**config.mk**
```make
export PLATFORM = sky130hd
export DESIGN_NAME = sexp_token_scanner
export DESIGN_NICKNAME = d
export VERILOG_FILES = /design/src/rtl/sts_pkg.sv /design/src/rtl/sexp_token_scanner.sv /design/src/rtl/sts_scan.sv /design/src/rtl/sts_queue.sv
export SDC_FILE = /design/constraint.sdc
export NUM_CORES = 1
export LEC_CHECK = 0
export ABC_CLOCK_PERIOD_IN_PS = 6410
export BUFFER_PORTS_ARGS = -buffer_cell sky130_fd_sc_hd__buf_2
export CAP_MARGIN = 20
export CORE_ASPECT_RATIO = 0.9
export CORE_UTILIZATION = 55
export DETAILED_ROUTE_END_ITERATION = 8
export PLACE_DENSITY = 0.72
export SYNTH_ARGS = -nofsm -noshare
export SYNTH_HDL_FRONTEND = slang
export SYNTH_SLANG_ARGS = --single-unit
```
**constraint.sdc**
```tcl
create_clock -name clk -period 6.41 [get_ports clk]
set_input_delay 0.9615 -clock clk [delete_from_list [all_inputs] [get_ports clk]]
set_output_delay 0.9615 -clock clk [all_outputs]
set_load 0.01 [all_outputs]
```
**src/rtl/sts_pkg.sv**
```systemverilog
// Shared types and constants of the s-expression token scanner.
`default_nettype none

package sts_pkg;

	// Token kinds as they appear on the result channel.
	typedef enum logic [2:0] {
		KIND_WORD   = 3'd0,
		KIND_NUMBER = 3'd1,
		KIND_LEFT   = 3'd2,
		KIND_RIGHT  = 3'd3,
		KIND_END    = 3'd4,
		KIND_ERROR  = 3'd5
	} kind_t;

	// Scanner state: between tokens, inside a word, inside a number, or done after a NUL.
	typedef enum logic [1:0] {
		MODE_BETWEEN = 2'd0,
		MODE_WORD    = 2'd1,
		MODE_NUMBER  = 2'd2,
		MODE_DONE    = 2'd3
	} mode_t;

	localparam int unsigned START_W = 16;
	localparam int unsigned END_W   = 17;
	localparam int unsigned VALUE_W = 64;

	// One result transaction.
	typedef struct packed {
		kind_t                     kind;
		logic [START_W-1:0]        start_pos;
		logic signed [END_W-1:0]   end_pos;
		logic [VALUE_W-1:0]        number_value;
		logic                      last;
	} result_t;

	// Results produced by one scanned character.
	typedef struct packed {
		logic    [1:0] count;
		result_t       first;
		result_t       second;
	} scan_out_t;

	// Result queue: room for two pushes in a cycle plus two waiting entries.
	localparam int unsigned QDEPTH = 4;
	localparam int unsigned QPTR_W = 2;
	localparam int unsigned QCNT_W = 3;

endpackage

`default_nettype wire

```
**src/rtl/sexp_token_scanner.sv**
```systemverilog
// Top level of the streaming s-expression token scanner.
//
// Input channel: one transaction per character (ch) or end-of-text marker
// (end_of_text), on in_valid / in_stall. Output channel: one transaction per
// token (kind, start_pos, end_pos, number_value, last) on out_valid /
// out_stall; last marks the final token caused by one input transaction.
// An accepted character is held in the input register while the scanner
// classifies it and updates its state; the scanner steps only while the
// queue has room, and then writes the character's tokens into the
// four-entry result queue, whose head drives the output channel.
// Throughput is one character per cycle as long as characters give at most
// one token each and the receiver does not stall; a character that closes a
// word or number and is a token itself gives two, sent out one by one.
// When the receiver stalls, the queue fills and in_stall rises once fewer
// than two entries are free; nothing is lost.
// Reset clears the scanner to between-tokens at position zero and empties
// the queue. Positions wrap modulo MAX_TEXT_LEN.
`default_nettype none

module sexp_token_scanner #(
	parameter int unsigned MAX_TEXT_LEN = 65536
) (
	input  wire           clk,
	input  wire           arst_n,
	input  wire           in_valid,
	output logic          in_stall,
	input  wire  [7:0]    ch,
	input  wire           end_of_text,
	output logic          out_valid,
	input  wire           out_stall,
	output logic [2:0]    kind,
	output logic [15:0]   start_pos,
	output logic signed [16:0] end_pos,
	output logic [63:0]   number_value,
	output logic          last
);
	import sts_pkg::*;

	logic        valid_s1;
	logic [7:0]  ch_s1;
	logic        eot_s1;
	logic        room;
	logic        advance;
	scan_out_t   scan_out;
	result_t     head;

	assign advance  = valid_s1 && room;
	assign in_stall = valid_s1 && !room;

	always_ff @(posedge clk or negedge arst_n) begin
		if (!arst_n) begin
			valid_s1 <= 1'b0;
		end else if (!in_stall) begin
			valid_s1 <= in_valid;
		end
	end

	always_ff @(posedge clk) begin
		if (in_valid && !in_stall) begin
			ch_s1  <= ch;
			eot_s1 <= end_of_text;
		end
	end

	sts_scan #(
		.MAX_TEXT_LEN (MAX_TEXT_LEN)
	) u_scan (
		.clk         (clk),
		.arst_n      (arst_n),
		.step        (advance),
		.ch          (ch_s1),
		.end_of_text (eot_s1),
		.scan_out    (scan_out)
	);

	sts_queue u_queue (
		.clk       (clk),
		.arst_n    (arst_n),
		.push      (advance),
		.push_data (scan_out),
		.room      (room),
		.out_valid (out_valid),
		.out_stall (out_stall),
		.head      (head)
	);

	assign kind         = head.kind;
	assign start_pos    = head.start_pos;
	assign end_pos      = head.end_pos;
	assign number_value = head.number_value;
	assign last         = head.last;

endmodule

`default_nettype wire

```
**src/rtl/sts_scan.sv**
```systemverilog
// Character classifier, token state and token builder of the scanner.
`default_nettype none

module sts_scan #(
	parameter int unsigned MAX_TEXT_LEN = 65536
) (
	input  wire                    clk,
	input  wire                    arst_n,
	input  wire                    step,
	input  wire  [7:0]             ch,
	input  wire                    end_of_text,
	output sts_pkg::scan_out_t     scan_out
);
	import sts_pkg::*;

	localparam int unsigned PW = (MAX_TEXT_LEN > 1) ? $clog2(MAX_TEXT_LEN) : 1;
	localparam logic [PW-1:0] POS_LAST = PW'(MAX_TEXT_LEN - 1);

	localparam logic [7:0] CH_NUL    = 8'h00;
	localparam logic [7:0] CH_LPAREN = 8'h28;
	localparam logic [7:0] CH_RPAREN = 8'h29;

	function automatic logic is_letter(input logic [7:0] c);
		return (c >= 8'h61 && c <= 8'h7a) || (c >= 8'h41 && c <= 8'h5a);
	endfunction

	function automatic logic is_digit(input logic [7:0] c);
		return c >= 8'h30 && c <= 8'h39;
	endfunction

	function automatic logic is_space(input logic [7:0] c);
		return c == 8'h20 || c == 8'h09 || c == 8'h0a || c == 8'h0d ||
			c == 8'h0c || c == 8'h0b;
	endfunction

	function automatic logic is_word(input logic [7:0] c);
		return is_letter(c) || is_digit(c) || c == 8'h2d || c == 8'h2e ||
			c == 8'h5f || c == 8'h3a || c == 8'h2a || c == 8'h2b || c == 8'h3d;
	endfunction

	mode_t                mode_q, mode_d;
	logic [PW-1:0]        pos_q, pos_d;
	logic [PW-1:0]        start_q, start_d;
	logic [VALUE_W-1:0]   acc_q, acc_d;

	logic [PW-1:0]        pos_next, pos_prev;
	logic [PW+15:0]       pos_wide, prev_wide, start_wide;
	logic [START_W-1:0]   pos16, prev16, start16;
	logic [VALUE_W-1:0]   acc_times_ten;
	logic [3:0]           digit;

	result_t              flush_res, end_res, char_res;
	logic                 flush_ok, tok_ok;
	result_t              tok_res;

	assign pos_next = (pos_q == POS_LAST) ? '0 : pos_q + 1'b1;
	assign pos_prev = (pos_q == '0) ? POS_LAST : pos_q - 1'b1;

	// Positions leave the block masked to the 16-bit field.
	assign pos_wide   = {16'b0, pos_q};
	assign prev_wide  = {16'b0, pos_prev};
	assign start_wide = {16'b0, start_q};
	assign pos16      = pos_wide[15:0];
	assign prev16     = prev_wide[15:0];
	assign start16    = start_wide[15:0];

	assign digit         = ch[3:0];
	assign acc_times_ten = {acc_q[VALUE_W-4:0], 3'b000} + {acc_q[VALUE_W-2:0], 1'b0}
		+ {{(VALUE_W-4){1'b0}}, digit};

	always_comb begin
		flush_res.kind         = (mode_q == MODE_NUMBER) ? KIND_NUMBER : KIND_WORD;
		flush_res.start_pos    = start16;
		flush_res.end_pos      = {1'b0, prev16};
		flush_res.number_value = (mode_q == MODE_NUMBER) ? acc_q : '0;
		flush_res.last         = 1'b0;

		// End token: its last index is one before its start, or -1 at zero.
		end_res.kind         = KIND_END;
		end_res.start_pos    = pos16;
		end_res.end_pos      = (pos16 == '0) ? '1 : {1'b0, pos16 - 16'd1};
		end_res.number_value = '0;
		end_res.last         = 1'b0;

		char_res.kind         = KIND_ERROR;
		char_res.start_pos    = pos16;
		char_res.end_pos      = {1'b0, pos16};
		char_res.number_value = '0;
		char_res.last         = 1'b0;
		if (ch == CH_LPAREN) begin
			char_res.kind = KIND_LEFT;
		end else if (ch == CH_RPAREN) begin
			char_res.kind = KIND_RIGHT;
		end
	end

	always_comb begin
		mode_d   = mode_q;
		pos_d    = pos_q;
		start_d  = start_q;
		acc_d    = acc_q;
		flush_ok = 1'b0;
		tok_ok   = 1'b0;
		tok_res  = end_res;

		if (end_of_text) begin
			if (mode_q != MODE_DONE) begin
				flush_ok = (mode_q == MODE_WORD) || (mode_q == MODE_NUMBER);
				tok_ok   = 1'b1;
			end
			mode_d  = MODE_BETWEEN;
			pos_d   = '0;
			start_d = '0;
			acc_d   = '0;
		end else if (mode_q == MODE_DONE) begin
			mode_d = MODE_DONE;
		end else if (mode_q == MODE_WORD && is_word(ch)) begin
			pos_d = pos_next;
		end else if (mode_q == MODE_NUMBER && is_digit(ch)) begin
			acc_d = acc_times_ten;
			pos_d = pos_next;
		end else begin
			flush_ok = (mode_q == MODE_WORD) || (mode_q == MODE_NUMBER);
			mode_d   = MODE_BETWEEN;
			if (ch == CH_NUL) begin
				tok_ok = 1'b1;
				mode_d = MODE_DONE;
			end else begin
				pos_d = pos_next;
				if (ch == CH_LPAREN || ch == CH_RPAREN) begin
					tok_ok  = 1'b1;
					tok_res = char_res;
				end else if (is_letter(ch)) begin
					mode_d  = MODE_WORD;
					start_d = pos_q;
					acc_d   = '0;
				end else if (is_digit(ch)) begin
					mode_d  = MODE_NUMBER;
					start_d = pos_q;
					acc_d   = {{(VALUE_W-4){1'b0}}, digit};
				end else if (!is_space(ch)) begin
					tok_ok  = 1'b1;
					tok_res = char_res;
				end
			end
		end
	end

	always_comb begin
		scan_out.count  = {1'b0, flush_ok} + {1'b0, tok_ok};
		scan_out.first  = flush_ok ? flush_res : tok_res;
		scan_out.second = tok_res;
		scan_out.first.last  = !(flush_ok && tok_ok);
		scan_out.second.last = 1'b1;
	end

	always_ff @(posedge clk or negedge arst_n) begin
		if (!arst_n) begin
			mode_q  <= MODE_BETWEEN;
			pos_q   <= '0;
			start_q <= '0;
			acc_q   <= '0;
		end else if (step) begin
			mode_q  <= mode_d;
			pos_q   <= pos_d;
			start_q <= start_d;
			acc_q   <= acc_d;
		end
	end

endmodule

`default_nettype wire

```
**src/rtl/sts_queue.sv**
```systemverilog
// Result queue taking up to two results per cycle and giving one when the receiver does not stall.
`default_nettype none

module sts_queue (
	input  wire                    clk,
	input  wire                    arst_n,
	input  wire                    push,
	input  sts_pkg::scan_out_t     push_data,
	output logic                   room,
	output logic                   out_valid,
	input  wire                    out_stall,
	output sts_pkg::result_t       head
);
	import sts_pkg::*;

	result_t             mem [QDEPTH];
	logic [QPTR_W-1:0]   wr_q, rd_q;
	logic [QCNT_W-1:0]   count_q;
	logic [1:0]          n_push;
	logic                pop;
	logic [QPTR_W-1:0]   wr_next;

	assign n_push    = push ? push_data.count : 2'd0;
	assign out_valid = (count_q != '0);
	assign pop       = out_valid && !out_stall;
	// Two free entries are kept so a character giving two tokens never overflows.
	assign room      = (count_q <= QCNT_W'(QDEPTH - 2));
	assign head      = mem[rd_q];
	assign wr_next   = wr_q + 1'b1;

	always_ff @(posedge clk) begin
		if (n_push != 2'd0) begin
			mem[wr_q] <= push_data.first;
		end
		if (n_push == 2'd2) begin
			mem[wr_next] <= push_data.second;
		end
	end

	always_ff @(posedge clk or negedge arst_n) begin
		if (!arst_n) begin
			wr_q    <= '0;
			rd_q    <= '0;
			count_q <= '0;
		end else begin
			wr_q    <= wr_q + QPTR_W'(n_push);
			rd_q    <= rd_q + QPTR_W'(pop);
			count_q <= count_q + QCNT_W'(n_push) - QCNT_W'(pop);
		end
	end

endmodule

`default_nettype wire
```
-- Yosys cells after proc, flatten, opt, wreduce, memory -nomap -nowiden
Memories as Yosys holds them, arrays and structs flattened.
Index checks and enable logic that the tools add are counted.
- logic and storage cells: 165
- bits in read-only memories: 0
- memories: 1
- output and inout port bits: 103
- latch bits: 0
- RAM bits: 404
- register bits: 115
- memory list (memory ; words ; bits a word ; read ports ; clocked after memory_dff ; wr ports ; line ; source):
    u_queue.mem ; 4 ; 101 ; 1 ; 0 ; 2 ; sts_queue.sv:16 ; result_t mem [QDEPTH];
- mux-type cells: 66
- equality and inequality tests: 31
- order comparisons: 7
- div/mod/pow operators: 0
- add/subtract/negate cells: 10
- multiply operators: 0
- reductions and logical operators: 40
- shift operators: 0
- bitwise logic cells: 0
- operator list (operator ; number):
    two-way mux 101 bit ; 10
    two-way mux 64 bit ; 9
    two-way mux 16 bit ; 15
    == test 8 x 6 -> 1 bit, second input constant ; 9
    adder 64 x 4 -> 64 bit ; 1
    adder 64 bit ; 1
    == test 8 x 4 -> 1 bit, second input constant ; 5
    two-way mux 1 bit ; 20
    two-way mux 2 bit ; 9
    two-way mux 17 bit ; 1
    adder 16 x 1 -> 16 bit, second input constant ; 1
    == test 16 bit, second input constant ; 1
    greater-or-equal comparator 8 x 7 -> 1 bit, second input constant ; 2
    <= comparator 8 x 7 -> 1 bit, second input constant ; 2
    logical NOT 16 bit ; 1
    logical OR 1 bit ; 16
    subtractor 16 x 1 -> 16 bit, second input constant ; 1
    inequality test 2 bit, second input constant ; 6
    inequality test 3 x 2 -> 1 bit, second input constant ; 4
    logical AND 1 bit ; 10
    == test 8 x 7 -> 1 bit, second input constant ; 1
    greater-or-equal comparator 8 x 6 -> 1 bit, second input constant ; 1
    <= comparator 8 x 6 -> 1 bit, second input constant ; 1
    logical NOT 8 bit ; 1
    18 further kinds ; 26

-- Depth between registers and ports, before layout
- word-level depth: 20
- mapped depth: 20

-- Modules after synthesis
A second synthesis with hierarchy kept.
- cells, all modules: 2393
- area, all modules: 31208.7 µm²
- by module, submodules not included (module ; area each (µm²) ; instances ; cells an instance):
    sts_queue ; 20250.7 ; 1 ; 1024
    sts_scan ; 10623.9 ; 1 ; 1354
    sexp_token_scanner ; 334.1 ; 1 ; 15

-- Least setup slack after synthesis
OpenSTA, ideal clock, no wires.
- kind: register to register
- start: register ch_s1[2]
- end: memory u_queue.mem[1][66] in the netlist's numbering, data pin
- cell stages (with the launch flop): 21
- required time: 6.256 ns
- data arrival time: 4.374 ns
- clock period less this slack: 4.528 ns
- setup time: 0.154 ns
- buffers on the path: 5
- setup slack: 1.882 ns
- path through: edfxtp_1 -> buf_2 -> maj3_1 -> o22ai_1 -> o2bb2ai_1 -> a21oi_1 -> o21ai_1 -> o31a_1 -> buf_6 -> inv_4 -> buf_6 -> ha_1 -> nor2_1 -> nor2_1 -> nand2_1 -> clkbuf_1 -> and2_1 -> clkbuf_1 -> inv_1 -> a21oi_1 -> o22ai_1
- RTL lines (what ; line ; source):
    start: declaration ; sexp_token_scanner.sv:40 ; logic [7:0] ch_s1;
    start signal: assignment ; sexp_token_scanner.sv:60 ; ch_s1 <= ch;
    end: declaration ; sts_queue.sv:16 ;

==> reports/results.txt <==
Final instance area: 0.02892 mm²
Num Clock Sinks: 519
CTS tree: built
RSZ-0062 raised after global routing: false
Setup ws final: 1.171 ns
Crit path kind: reg -> reg
Worst skew pair latency: 0.61 ns
Starting density of the core: 56.10%
# DRC: 0
Critical Path Source Type: register
Area after DPL: 0.02706 mm²
Remaining number of nets flagged by the antenna check after routing: 0
Met2 Usage GRT: 43.07%
Detailed-route via count: 20.06k
Aggregate negative setup slack: 0 ns
Post-synthesis sequential element count: 519
Maximum clock frequency: 0.1909 GHz
CTS H-tree depth: 2
Cell types with the largest area share after synthesis: sky130_fd_sc_hd__dfxtp_1 (20%), sky130_fd_sc_hd__edfxtp_1 (17%), sky130_fd_sc_hd__a22o_1 (10%)
Run status: finished, final reports clean
Total routed wirelength: 69.75 mm
Worst slack on hold paths: 0.3940 ns
# hold bufs at CTS: 0
Post-CTS repair timing setup buffer count: 0
Global placer's final weighted congestion: 0.9517
Top cell type by total area after synthesis: sky130_fd_sc_hd__dfxtp_1
Overall die height: 209.3 µm
Min-Delay Path Class: in -> async
Syn Std Cell Area: 0.02627 mm²
Register-to-Register Setup Slack: 1.17 ns
GRT Util Overall: 28.60%
Distinct cells, synth: 91
Met3 Track Usage GR: 4.796%
Mapped Cells: 2323
Post-synth EDFFs: 153
Ports placed on the boundary: 116
Fill cell instance count of the final layout: 3716
Final net count: 2502
Max-capacitance violation count: 0
Post-synth top flop: sky130_fd_sc_hd__dfxtp_1
Clk_skew: 0.01239 ns
Area fraction of the dominant cell type after synthesis: 19.82%
# rows: 75
Total leakage power: 11.89 nW
Maximum buffer depth of the clock tree: 3
Peak supply drop: 0.3043 mV
Endpoint of the worst-slack reg-to-reg timing path: u_queue.mem[1][12]
Post-CTS clock slew at the launch and capture registers of the worst setup and hold paths: 0.06 ns
Cell at the root of the clock tree: sky130_fd_sc_hd__clkbuf_16
Worst stage delay on the critical path: 0.80 ns
Synthesized net count: 2470
Reg2Reg Launch Point: ch_s1[7]
Global-route wire length before repair: 110.2 mm
Async set-reset flop share out of synthesis: 20.42%
Synthesized area per cell: 11.31 µm²
Mean number of vias per cell: 6.656
Power consumption: 10.43 mW
WL/cell: 23.14 µm
Destination of the critical timing path: u_queue.mem[1][12]
Area enclosed by the die boundary: 0.04864 mm²
Number of antenna violations at the first check in global routing: 0
Cell Pwr Density: 360.8 mW/mm²
Area Growth Syn to Fin: 10.09%
Share of synthesized area occupied by flip-flops and latches: 47.40%
Number of global-route vias before repair: 19.66k
Most Used Layer, Global Route: met2
Remaining max-slew budget at the tightest pin: 30.07%
Post-synth top cells: sky130_fd_sc_hd__a22o_1 (307), sky130_fd_sc_hd__dfxtp_1 (260), sky130_fd_sc_hd__nand2_1 (197)
Actual slew at the worst max-slew pin: 1.049 ns
Final critical-path required period: 5.239 ns
Buffers on Ports: 115
Pin count of the biggest net entering global routing: 77
Yosys warnings: 0
Number of pins exceeding their max-slew limit in the final report: 0
Kind of capture point of the worst setup path: register
Critical path cell sequence: nor3b_2 -> nand4_1 -> o21ai_1 -> o31a_1 -> buf_4 -> inv_4 -> ha_1 -> nor2_1 -> nor2_1 -> nand2_1 -> nor2_8 -> and2_2 -> buf_4 -> a22o_1
Arrival time of the worst setup path: 5.78 ns
Fin crit share: 81.73%
Detailed-router iteration count before antenna repair: 6
Die width: 232.4 µm
Gates resized, CTS repair: 0
TritonCTS buffer count: 51
Share of post-route cells with drive strength above 1: 16.19%
Cell with the most instances after synthesis: sky130_fd_sc_hd__a22o_1
Number of DRC violations after detailed-routing iteration 0: 2024
Placeable core region: 0.04683 mm²
Fin. Hold Viols: 0
Largest fanout of any net on the critical path: 32
Req. time, crit path: 6.96 ns
Post-placement setup slack: 1.258 ns
Cell count of the worst reg-to-reg path: 14
Met1 track utilization from global routing: 42.49%
Slowest stage cell, crit path: sky130_fd_sc_hd__and2_2
Post-DP HPWL: 44.45 mm
Number of endpoints failing setup at the final stage: 0
Global route overflow: 0
Critical path launch point: ch_s1[7]
==> state kept, by name, summed over array words and instances, names as in the netlist <==
signal           cells
u_queue.mem        404
u_scan.acc_q        64
u_scan.pos16        16
u_scan.start16      16
ch_s1                8
u_queue.count_q      3
u_queue.rd_q         2
u_queue.wr_q         2
u_scan.mode_q        2
eot_s1               1
valid_s1             1
==> worst min-delay path by stage <==
| stage | start | to | slack (ns) |
|---|---|---|---|
| after floorplan | u_queue.mem[2][0] | u_queue.mem[2][0] | 0.43 |
| after global placement | u_queue.mem[1][10] | u_queue.mem[1][10] | 0.45 |
| after detailed placement | u_queue.mem[2][0] | u_queue.mem[2][0] | 0.45 |
| after CTS | arst_n | u_scan.start16[11] | 0.40 |
| after global routing | arst_n | u_scan.start16[1] | 0.43 |
| final | arst_n | u_scan.start16[13] | 0.39 |
==> cells by family after synthesis <==
logic type,share of synthesized area (%)
AOI/OAI and AO/OA,22.39
DFF,47.40
and+or+nand+nor,8.831
buffers and inverters,3.920
adders and majority gates,6.507
muxes,8.817
xor gates and xnor gates,2.134
==> metal layers <==
layer	part of all wire, %	vias to the layer above
met2	45	897
met5	0	-
met3	8.5	121
met1	45	10000
met4	2.1	0
li1	-	9040
==> cell type report <==
class | count | area [µm²] | area share (%)
multi-input cells | 1589 | 12810 | 44.30
flip-flops and latches | 519 | 12460 | 43.08
clock buffers | 76 | 1618 | 5.594
repair buffers | 149 | 845.8 | 2.925
well taps | 616 | 770.7 | 2.665
clock inverters | 19 | 240.2 | 0.8307
inverters | 45 | 171.4 | 0.5927
diodes | 1 | 2.502 | 0.008653
==> per-stage QoR <==
stage,utilization (%),cells
after floorplan,-,2323
after global placement,57.78,2918
after detailed placement,57.78,2918
after CTS,61.75,3013
after global routing,61.75,3013
final,61.76,3014
==> where the power goes <==
part	total (mW)	leakage (nW)	switching (mW)	internal (mW)
sequential	4.05	4.98	0.324	3.72
combinational	3.12	5.99	2.04	1.08
clock	3.27	0.919	1.32	1.95
total	10.4	11.9	3.68	6.75
==> placed cells by master, fill, tap and decap left out, types with 7 or more instances in the layout <==
| cell | n |
|---|---|
| sky130_fd_sc_hd__a22o_1 | 307 |
| sky130_fd_sc_hd__dfxtp_1 | 260 |
| sky130_fd_sc_hd__nand2_1 | 196 |
| sky130_fd_sc_hd__edfxtp_1 | 153 |
| sky130_fd_sc_hd__o21ai_0 | 141 |
| sky130_fd_sc_hd__ha_1 | 131 |
| sky130_fd_sc_hd__a21oi_1 | 117 |
| sky130_fd_sc_hd__buf_2 | 114 |
| sky130_fd_sc_hd__dfrtp_1 | 104 |
| sky130_fd_sc_hd__mux4_2 | 101 |
| sky130_fd_sc_hd__nor2_1 | 89 |
| sky130_fd_sc_hd__clkbuf_16 | 57 |
| sky130_fd_sc_hd__inv_1 | 44 |
| sky130_fd_sc_hd__o22ai_1 | 44 |
| sky130_fd_sc_hd__xnor2_1 | 37 |
| sky130_fd_sc_hd__a21o_1 | 36 |
| sky130_fd_sc_hd__buf_4 | 34 |
| sky130_fd_sc_hd__xor2_1 | 27 |
| sky130_fd_sc_hd__nor3_1 | 24 |
| sky130_fd_sc_hd__nand3_1 | 24 |
| sky130_fd_sc_hd__o21bai_1 | 24 |
| sky130_fd_sc_hd__a311oi_1 | 24 |
| sky130_fd_sc_hd__nand2b_1 | 23 |
| sky130_fd_sc_hd__nand4_1 | 22 |
| sky130_fd_sc_hd__and3_1 | 16 |
| sky130_fd_sc_hd__o21ai_1 | 14 |
| sky130_fd_sc_hd__o31ai_1 | 13 |
| sky130_fd_sc_hd__clkbuf_8 | 12 |
| sky130_fd_sc_hd__and2_1 | 11 |
| sky130_fd_sc_hd__a211oi_1 | 11 |
| sky130_fd_sc_hd__a31oi_1 | 11 |
| sky130_fd_sc_hd__nor2b_1 | 10 |
| sky130_fd_sc_hd__o211ai_1 | 10 |
| sky130_fd_sc_hd__o21a_1 | 9 |
| sky130_fd_sc_hd__or2_2 | 8 |
| sky130_fd_sc_hd__clkbuf_1 | 7 |
| sky130_fd_sc_hd__clkinv_2 | 7 |
==> worst max-delay path, delay by kind of cell (launching register included) <==
family	cells	cell delay, ns
AND/OR/NAND/NOR	7	2.80
buffers and inverters	3	0.83
AO/OA/AOI/OAI	3	0.63
flip-flops	1	0.49
adder cells (fa/ha/maj)	1	0.38
Power figures use the tool's default switching activity.
